**src/sv/dsa_pkg.sv**
```systemverilog
// Package for the descriptor slot allocator.
// Holds the request and response types, action codes and status codes.
// No dependencies.
package dsa_pkg;

  typedef enum logic [1:0] {
    ACT_ADD   = 2'd0,
    ACT_GET   = 2'd1,
    ACT_CLOSE = 2'd2
  } action_e;

  localparam logic STATUS_OK   = 1'b0;
  localparam logic STATUS_FAIL = 1'b1;

  localparam int unsigned FirstSearchSlot = 2;

  typedef struct packed {
    action_e     action;
    logic [7:0]  slot_in;
    logic [31:0] handle_in;
  } req_t;

  typedef struct packed {
    logic [7:0]  slot_out;
    logic [31:0] handle_out;
    logic        status;
  } rsp_t;

  typedef struct packed {
    logic       found;
    logic       upper;
    logic [7:0] idx;
  } srch_res_t;

endpackage

```
**src/sv/dsa_handle_mem.sv**
```systemverilog
// Handle storage for the descriptor slot allocator.
// One write port and one read port with registered read data.
// Depends on nothing else.
module dsa_handle_mem #(
  parameter int unsigned SLOTS = 64
) (
  input  logic                     clk_i,
  input  logic                     we_i,
  input  logic [$clog2(SLOTS)-1:0] waddr_i,
  input  logic [31:0]              wdata_i,
  input  logic [$clog2(SLOTS)-1:0] raddr_i,
  output logic [31:0]              rdata_o
);

  logic [31:0] mem_q [SLOTS];
  logic [31:0] rdata_q;

  always_ff @(posedge clk_i) begin
    if (we_i) begin
      mem_q[waddr_i] <= wdata_i;
    end
    rdata_q <= mem_q[raddr_i];
  end

  assign rdata_o = rdata_q;

endmodule

```
**src/sv/dsa_free_search.sv**
```systemverilog
// Next-fit free slot search over the occupancy bitmap.
// A two-stage registered tree: per-group encoders, then a group select.
// Depends on dsa_pkg.
module dsa_free_search
  import dsa_pkg::*;
#(
  parameter int unsigned SLOTS = 64
) (
  input  logic                       clk_i,
  input  logic                       rst_ni,
  input  logic                       start_i,
  input  logic [SLOTS-1:0]           occ_i,
  input  logic [$clog2(SLOTS+1)-1:0] hint_i,
  output logic                       done_o,
  output srch_res_t                  res_o
);

  localparam int unsigned GW   = 16;
  localparam int unsigned GIW  = $clog2(GW);
  localparam int unsigned NGRP = (SLOTS + GW - 1) / GW;
  localparam int unsigned PADW = NGRP * GW;
  localparam int unsigned HW   = $clog2(SLOTS + 1);

  logic [PADW-1:0] free_a;
  logic [PADW-1:0] free_b;
  logic [NGRP-1:0] any_a_d, any_b_d, any_a_q, any_b_q;
  logic [GIW-1:0]  first_a_d [NGRP];
  logic [GIW-1:0]  first_b_d [NGRP];
  logic [GIW-1:0]  first_a_q [NGRP];
  logic [GIW-1:0]  first_b_q [NGRP];
  logic            s1_q;
  logic            done_q;
  srch_res_t       res_d, res_q;
  logic [7:0]      idx_a, idx_b;

  always_comb begin
    free_a = '0;
    free_b = '0;
    for (int i = 0; i < int'(SLOTS); i++) begin
      free_b[i] = !occ_i[i] && (i >= int'(FirstSearchSlot));
      free_a[i] = free_b[i] && (HW'(i) >= hint_i);
    end
  end

  always_comb begin
    for (int g = 0; g < int'(NGRP); g++) begin
      any_a_d[g]   = |free_a[g*GW +: GW];
      any_b_d[g]   = |free_b[g*GW +: GW];
      first_a_d[g] = '0;
      first_b_d[g] = '0;
      for (int b = int'(GW) - 1; b >= 0; b--) begin
        if (free_a[g*GW + b]) begin
          first_a_d[g] = GIW'(b);
        end
        if (free_b[g*GW + b]) begin
          first_b_d[g] = GIW'(b);
        end
      end
    end
  end

  always_ff @(posedge clk_i) begin
    if (start_i) begin
      any_a_q   <= any_a_d;
      any_b_q   <= any_b_d;
      first_a_q <= first_a_d;
      first_b_q <= first_b_d;
    end
  end

  always_comb begin
    idx_a = '0;
    idx_b = '0;
    for (int g = int'(NGRP) - 1; g >= 0; g--) begin
      if (any_a_q[g]) begin
        idx_a = 8'(g * int'(GW)) + 8'(first_a_q[g]);
      end
      if (any_b_q[g]) begin
        idx_b = 8'(g * int'(GW)) + 8'(first_b_q[g]);
      end
    end
    res_d.upper = |any_a_q;
    res_d.found = (|any_a_q) || (|any_b_q);
    res_d.idx   = res_d.upper ? idx_a : idx_b;
  end

  always_ff @(posedge clk_i) begin
    if (s1_q) begin
      res_q <= res_d;
    end
  end

  always_ff @(posedge clk_i or negedge rst_ni) begin
    if (!rst_ni) begin
      s1_q   <= 1'b0;
      done_q <= 1'b0;
    end else begin
      s1_q   <= start_i;
      done_q <= s1_q;
    end
  end

  assign done_o = done_q;
  assign res_o  = res_q;

endmodule

```
**src/sv/descriptor_slot_allocator_top.sv**
```systemverilog
// Descriptor slot allocator: a table of SLOTS handles with next-fit allocation.
// Handles sit in a one-port-read memory; an occupancy bitmap in flip-flops,
// cleared by reset, marks the filled slots, so no clearing pass is needed.
// One request is worked on at a time. An add with a nonzero handle passes the
// registered search tree over the bitmap (group register, then result register),
// is committed to memory and bitmap, and is then loaded into the output register;
// a get reads the memory and is then loaded, and a close, an add of a zero handle
// or an unknown action is loaded from the pending register. A result waits while
// the previous one is still held untaken. The next request is accepted once the
// result is loaded, even if that result has not yet been taken. Depends on dsa_pkg,
// dsa_handle_mem and dsa_free_search.
module descriptor_slot_allocator_top
  import dsa_pkg::*;
#(
  parameter int unsigned SLOTS = 64
) (
  input  logic clk_i,
  input  logic rst_ni,
  input  logic in_valid_i,
  output logic in_ready_o,
  input  req_t in_req_i,
  output logic out_valid_o,
  input  logic out_ready_i,
  output rsp_t out_rsp_o
);

  localparam int unsigned IDXW = $clog2(SLOTS);
  localparam int unsigned HW   = $clog2(SLOTS + 1);

  typedef enum logic [2:0] {
    S_IDLE,
    S_GET,
    S_SRCH,
    S_RESP
  } state_e;

  state_e          state_q;
  req_t            req_q;
  rsp_t            pend_q;
  rsp_t            out_q;
  logic            out_valid_q;
  logic [SLOTS-1:0] occ_q;
  logic [HW-1:0]   hint_q;

  logic            in_accept;
  logic            in_range_in;
  logic            in_range_req;
  logic [IDXW-1:0] in_idx;
  logic [IDXW-1:0] req_idx;
  logic            mem_we;
  logic [IDXW-1:0] mem_waddr;
  logic [31:0]     mem_wdata;
  logic [31:0]     mem_rdata;
  logic            srch_start;
  logic            srch_done;
  srch_res_t       srch_res;

  assign in_ready_o   = (state_q == S_IDLE);
  assign in_accept    = in_valid_i && in_ready_o;
  assign in_range_in  = {1'b0, in_req_i.slot_in} < 9'(SLOTS);
  assign in_range_req = {1'b0, req_q.slot_in} < 9'(SLOTS);
  assign in_idx       = in_req_i.slot_in[IDXW-1:0];
  assign req_idx      = req_q.slot_in[IDXW-1:0];

  assign srch_start = in_accept && (in_req_i.action == ACT_ADD) &&
                      (in_req_i.handle_in != 32'd0);

  always_comb begin
    mem_we    = 1'b0;
    mem_waddr = in_idx;
    mem_wdata = 32'd0;
    if (in_accept && (in_req_i.action == ACT_CLOSE) && in_range_in) begin
      mem_we = 1'b1;
    end else if ((state_q == S_SRCH) && srch_done && srch_res.found) begin
      mem_we    = 1'b1;
      mem_waddr = srch_res.idx[IDXW-1:0];
      mem_wdata = req_q.handle_in;
    end
  end

  dsa_handle_mem #(
    .SLOTS(SLOTS)
  ) u_mem (
    .clk_i  (clk_i),
    .we_i   (mem_we),
    .waddr_i(mem_waddr),
    .wdata_i(mem_wdata),
    .raddr_i(in_idx),
    .rdata_o(mem_rdata)
  );

  dsa_free_search #(
    .SLOTS(SLOTS)
  ) u_search (
    .clk_i  (clk_i),
    .rst_ni (rst_ni),
    .start_i(srch_start),
    .occ_i  (occ_q),
    .hint_i (hint_q),
    .done_o (srch_done),
    .res_o  (srch_res)
  );

  always_ff @(posedge clk_i or negedge rst_ni) begin
    if (!rst_ni) begin
      occ_q  <= '0;
      hint_q <= HW'(FirstSearchSlot);
    end else begin
      if (mem_we) begin
        occ_q[mem_waddr] <= (mem_wdata != 32'd0);
      end
      if ((state_q == S_SRCH) && srch_done && srch_res.found && srch_res.upper) begin
        hint_q <= HW'(srch_res.idx) + HW'(1);
      end
    end
  end

  always_ff @(posedge clk_i) begin
    if (in_accept) begin
      req_q <= in_req_i;
    end
  end

  always_ff @(posedge clk_i or negedge rst_ni) begin
    if (!rst_ni) begin
      state_q     <= S_IDLE;
      out_valid_q <= 1'b0;
      pend_q      <= '0;
      out_q       <= '0;
    end else begin
      if (out_valid_q && out_ready_i && (state_q != S_RESP)) begin
        out_valid_q <= 1'b0;
      end
      case (state_q)
        S_IDLE: begin
          if (in_accept) begin
            case (in_req_i.action)
              ACT_ADD: begin
                if (in_req_i.handle_in == 32'd0) begin
                  pend_q  <= '{slot_out: 8'd0, handle_out: 32'd0, status: STATUS_FAIL};
                  state_q <= S_RESP;
                end else begin
                  state_q <= S_SRCH;
                end
              end
              ACT_GET: begin
                state_q <= S_GET;
              end
              ACT_CLOSE: begin
                pend_q  <= '{slot_out: in_req_i.slot_in, handle_out: 32'd0,
                             status: in_range_in ? STATUS_OK : STATUS_FAIL};
                state_q <= S_RESP;
              end
              default: begin
                pend_q  <= '{slot_out: in_req_i.slot_in, handle_out: 32'd0,
                             status: STATUS_FAIL};
                state_q <= S_RESP;
              end
            endcase
          end
        end
        S_GET: begin
          pend_q.slot_out   <= req_q.slot_in;
          pend_q.handle_out <= (in_range_req && occ_q[req_idx]) ? mem_rdata : 32'd0;
          pend_q.status     <= in_range_req ? STATUS_OK : STATUS_FAIL;
          state_q           <= S_RESP;
        end
        S_SRCH: begin
          if (srch_done) begin
            if (srch_res.found) begin
              pend_q <= '{slot_out: srch_res.idx, handle_out: 32'd0, status: STATUS_OK};
            end else begin
              pend_q <= '{slot_out: 8'd0, handle_out: 32'd0, status: STATUS_FAIL};
            end
            state_q <= S_RESP;
          end
        end
        S_RESP: begin
          if (!out_valid_q || out_ready_i) begin
            out_q       <= pend_q;
            out_valid_q <= 1'b1;
            state_q     <= S_IDLE;
          end
        end
        default: begin
          state_q <= S_IDLE;
        end
      endcase
    end
  end

  assign out_valid_o = out_valid_q;
  assign out_rsp_o   = out_q;

endmodule
```
**config.mk**
```make
export PLATFORM = sky130hd
export DESIGN_NAME = descriptor_slot_allocator_top
export DESIGN_NICKNAME = d
export VERILOG_FILES = /design/src/sv/dsa_pkg.sv /design/src/sv/dsa_handle_mem.sv /design/src/sv/dsa_free_search.sv /design/src/sv/descriptor_slot_allocator_top.sv
export SDC_FILE = /design/constraint.sdc
export NUM_CORES = 2
export LEC_CHECK = 0
export ABC_AREA = 0
export BUFFER_PORTS_ARGS = -buffer_cell sky130_fd_sc_hd__buf_2
export CORE_MARGIN = 3
export CORE_UTILIZATION = 63
export DETAILED_ROUTE_END_ITERATION = 12
export MAX_ROUTING_LAYER = met4
export PLACE_DENSITY = 0.77
export SLEW_MARGIN = 20
export SYNTH_ARGS = -nofsm -noshare
export SYNTH_HDL_FRONTEND = slang
export SYNTH_HIERARCHICAL = 1
export SYNTH_SLANG_ARGS = --single-unit
```
**constraint.sdc**
```tcl
create_clock -name clk_i -period 5.5 [get_ports clk_i]
set_clock_uncertainty 0.1 [all_clocks]
set_input_delay 1.1 -clock clk_i [delete_from_list [all_inputs] [get_ports clk_i]]
set_output_delay 1.1 -clock clk_i [all_outputs]
set_load 0.01 [all_outputs]
```
==> results by group <==
Run status
  – Outcome: completed

Synth
  – Avg Inst Size Synth: 20.08 µm²
  – Register area share after synthesis: 74.77%
  – Commonest cells in the netlist: sky130_fd_sc_hd__edfxtp_1 (2136), sky130_fd_sc_hd__mux4_2 (560), sky130_fd_sc_hd__nor2_1 (203)
  – Post-synth top area cell: sky130_fd_sc_hd__edfxtp_1
  – Netlist area before placement: 91930 µm²
  – Ys flop type: sky130_fd_sc_hd__edfxtp_1
  – Biggest area contributors in the synthesized netlist: sky130_fd_sc_hd__edfxtp_1 (70%), sky130_fd_sc_hd__mux4_2 (14%), sky130_fd_sc_hd__dfrtp_1 (4.3%)
  – Most frequent cell after synthesis: sky130_fd_sc_hd__edfxtp_1
  – Number of flops mapped to enable cells by yosys: 2136
  – Post-synthesis sequential element count: 2326
  – Fraction of registers with async set/reset: 6.793%
  – Share of the synthesized area in the top cell type: 69.77%
  – Count of mapped cells out of synthesis: 4578
  – Synthesis Warnings: 6
  – Number of distinct library cell variants in the gate-level netlist after synthesis: 93

Floorplanning
  – Core region area: 144200 µm²
  – Die W: 388.0 µm
  – Die ar.: 150500 µm²
  – Initial cell density of the core: 63.76%
  – Number of top-level pins: 89
  – Placement Rows: 139
  – Die extent in y: 388.0 µm

Setup path
  – Capturing element type of the critical path: flip-flop
  – Launching element type of the critical path: flip-flop
  – CP Data Required Time: 5.85 ns
  – Start point of the critical path: state_q[1]
  – Type of the worst setup path: flip-flop to flip-flop
  – Reg-to-Reg Start: state_q[1]
  – Data arrival time of the worst path: 4.59 ns
  – CP Max Fanout: 32

Layout
  – Utilization after layout: 71.77%
  – Final nets: 4876
  – Fill cell instance count of the final layout: 8041
  – Proportion of layout cells with a drive suffix above 1: 28.15%
  – Area growth from synthesis to layout: 12.56%
  – Final standard cell count with taps included and fillers excluded: 6935

STA
  – Hold Vio Cnt, Final: 0
  – Tightest Pin Transition: 1.129 ns
  – Fin. max-slew vios: 0
  – Unrepaired setup endpoints after global routing: false
  – Time the final worst path needs with I/O delays and setup: 4.246 ns
  – Setup TNS: 0 ns
  – Fmax: 0.2355 GHz
  – Final clock period utilization by the worst path: 77.19%
  – Slew Limit Headroom: 24.49%
  – # setup viols final: 0

Global route
  – Initial antenna violation count: 19
  – Pin count of the biggest net entering global routing: 96
  – First-pass GRT wire length: 361600 µm
  – Final global-route overflow total: 0
  – Global router's overall resource usage: 34.87%
  – Via count of the first global-routing pass: 48.95k

Route
  – Number of vias per cell: 7.287
  – Routed WL per cell: 36.37 µm
  – Number of DRC violations after detailed-routing iteration 0: 8480
  – Total wire length after detailed routing: 252300 µm
  – DRT antenna net count: 0
  – Iteration count of the initial detailed-routing pass: 9
  – Number of vias in the routed layout: 50.53k
  – Post-route DRC violation count: 0

Clocking
  – Cell chosen for the clock root: sky130_fd_sc_hd__clkbuf_16
  – Clock tree buffer depth: 3
  – Clock slew at reported path FFs: 0.06 ns
  – Number of levels the H-tree was split into: 4
  – CTS Buf Count: 218
  – Clock sink count: 2326
  – TritonCTS clock tree: yes
  – Hold buffer count at cts: 0
  – Number of setup buffers added after CTS: 0
  – Clock Latency Late Sink: 0.85 ns
  – Gates resized, CTS repair: 0

Pwr
  – Peak ir drop on the vdd network: 0.2675 mV
  – Logic pwr share: 6.9%
  – Register share of total power: 53.0%
  – Design internal power: 28.39 mW
  – Switching share of total power: 22.96%
  – Leak Pwr: 38.78 nW
  – Total power after layout: 36.85 mW
  – Net Switching: 8.460 mW
  – Power density over the cells: 356.1 nW/µm²
  – Clock group share of total power: 40.1%

Placed design
  – Cell count after placement: 6497
  – Global placement routability congestion: 0.9573
  – Estimated wirelength of the detail-placed design: 145200 µm
  – Number of port buffers: 88

Worst hold path
  – Type of the worst min-delay path: input port to asynchronous set/reset pin

Flow run
  – Max-capacitance violation count: 0
-- state kept, by name, indices dropped and copies added, names as in the netlist, 2 cells and up --
name and flops:
req_idx 6, hint_q 7, u_mem/rdata_o 32, u_search/any_b_q 4, u_search/res_o 8, occ_q 64
out_rsp_o 41, state_q 2, u_search/any_a_q 4, u_search/first_a_q 16, u_search/first_b_q 16, pend_q 41
req_q 34, u_mem/mem_q 2048
-- worst max-delay path: stages, from the launching register on --
cell and delay (ns):
sky130_fd_sc_hd__dfrtp_1 0.43, sky130_fd_sc_hd__inv_1 0.10, sky130_fd_sc_hd__ha_1 0.30, sky130_fd_sc_hd__nand2_1 0.22, sky130_fd_sc_hd__o21ba_2 0.38, sky130_fd_sc_hd__buf_4 0.27, sky130_fd_sc_hd__mux2i_4 0.22, sky130_fd_sc_hd__inv_2 0.24
sky130_fd_sc_hd__nand3b_1 0.51, sky130_fd_sc_hd__nor2_4 1.03
-- power by group through the flow --
stage | logic (mW) | clock network, mW | registers, mW
after floorplan | 1.58 | 0 | 19.8
after global placement | 2.42 | 0 | 19.9
after detailed placement | 2.45 | 0 | 19.9
after CTS | 2.48 | 14.9 | 19.5
after global routing | 2.68 | 15.6 | 19.5
final | 2.54 | 14.8 | 19.5
-- layout by cell type (no fill, tap or decap), types with 16 or more instances in the layout --
master and n:
sky130_fd_sc_hd__a21oi_1 134, sky130_fd_sc_hd__a22oi_1 16, sky130_fd_sc_hd__and2_2 17, sky130_fd_sc_hd__and2_4 16
sky130_fd_sc_hd__buf_12 54, sky130_fd_sc_hd__buf_2 83, sky130_fd_sc_hd__buf_4 150, sky130_fd_sc_hd__clkbuf_1 62
sky130_fd_sc_hd__clkbuf_16 220, sky130_fd_sc_hd__clkinv_1 40, sky130_fd_sc_hd__clkinv_2 36, sky130_fd_sc_hd__dfrtp_1 157
sky130_fd_sc_hd__dfxtp_1 32, sky130_fd_sc_hd__diode_2 20, sky130_fd_sc_hd__edfxtp_1 2136, sky130_fd_sc_hd__inv_1 29
sky130_fd_sc_hd__mux2_2 116, sky130_fd_sc_hd__mux2i_1 104, sky130_fd_sc_hd__mux4_2 560, sky130_fd_sc_hd__nand2_1 95
sky130_fd_sc_hd__nand2b_1 25, sky130_fd_sc_hd__nand3_1 21, sky130_fd_sc_hd__nand4_1 87, sky130_fd_sc_hd__nor2_1 139
sky130_fd_sc_hd__nor2_4 63, sky130_fd_sc_hd__nor2b_1 29, sky130_fd_sc_hd__nor3_1 23, sky130_fd_sc_hd__nor4_1 42
sky130_fd_sc_hd__o21ai_0 103, sky130_fd_sc_hd__o221ai_1 31, sky130_fd_sc_hd__o22ai_1 100
-- worst paths after layout --
path / slack [ns] / to / cells after the start
min in group clk_i: 0.36 / pend_q[22] / 2
hold / removal: 0.28 / occ_q[58] / 1
setup / recovery: 1.25 / u_mem/mem_q[41][16] / 9
hold reg to reg: 0.36 / pend_q[22] / 2
max in group asynchronous: 3.96 / pend_q[23] / 2
setup reg to reg: 1.25 / u_mem/mem_q[41][16] / 9
-- cell families after synthesis --
| kind of cell | synth area share (%) |
|---|---|
| multiplexers | 16.36 |
| flip-flops | 74.77 |
| XOR/XNOR | 0.04764 |
| other | 0.004079 |
| buffers and inverters | 1.577 |
| AND/OR/NAND/NOR | 3.450 |
| adder cells (fa/ha/maj) | 0.08166 |
| AO/OA/AOI/OAI | 3.710 |
-- layer usage --
layer,routed length [µm],vias to the layer above,GRT usage [%]
met5,0,-,-
met4,8098,0,9.611
met3,37860,490,10.52
met2,115500,4192,50.06
met1,90790,26240,49.69
li1,-,19610,-
-- layout make-up --
class	instances	area (µm²)	area share, %
timing repair buffer	297	2815	2.721
multi-input combinational	1951	22360	21.61
clock inverter	111	1087	1.051
sequential	2326	68740	66.43
inverter	30	112.6	0.1088
tap	1903	2381	2.301
clock buffer	297	5938	5.739
antenna	20	50.05	0.04837
-- through the flow --
step | instance area [µm²] | setup WS (ns) | hold WS [ns]
2_1_floorplan | 91940 | 0.2079 | 0.3314
3_3_place_gp | 96100 | 0.3228 | 0.3409
3_5_place_dp | 96180 | 0.3204 | 0.3490
4_1_cts | 103200 | 1.010 | 0.2676
5_1_grt | 103500 | 1.102 | 0.3333
6_report | 103500 | 1.254 | 0.2805
(Power assumes the default switching activity.)
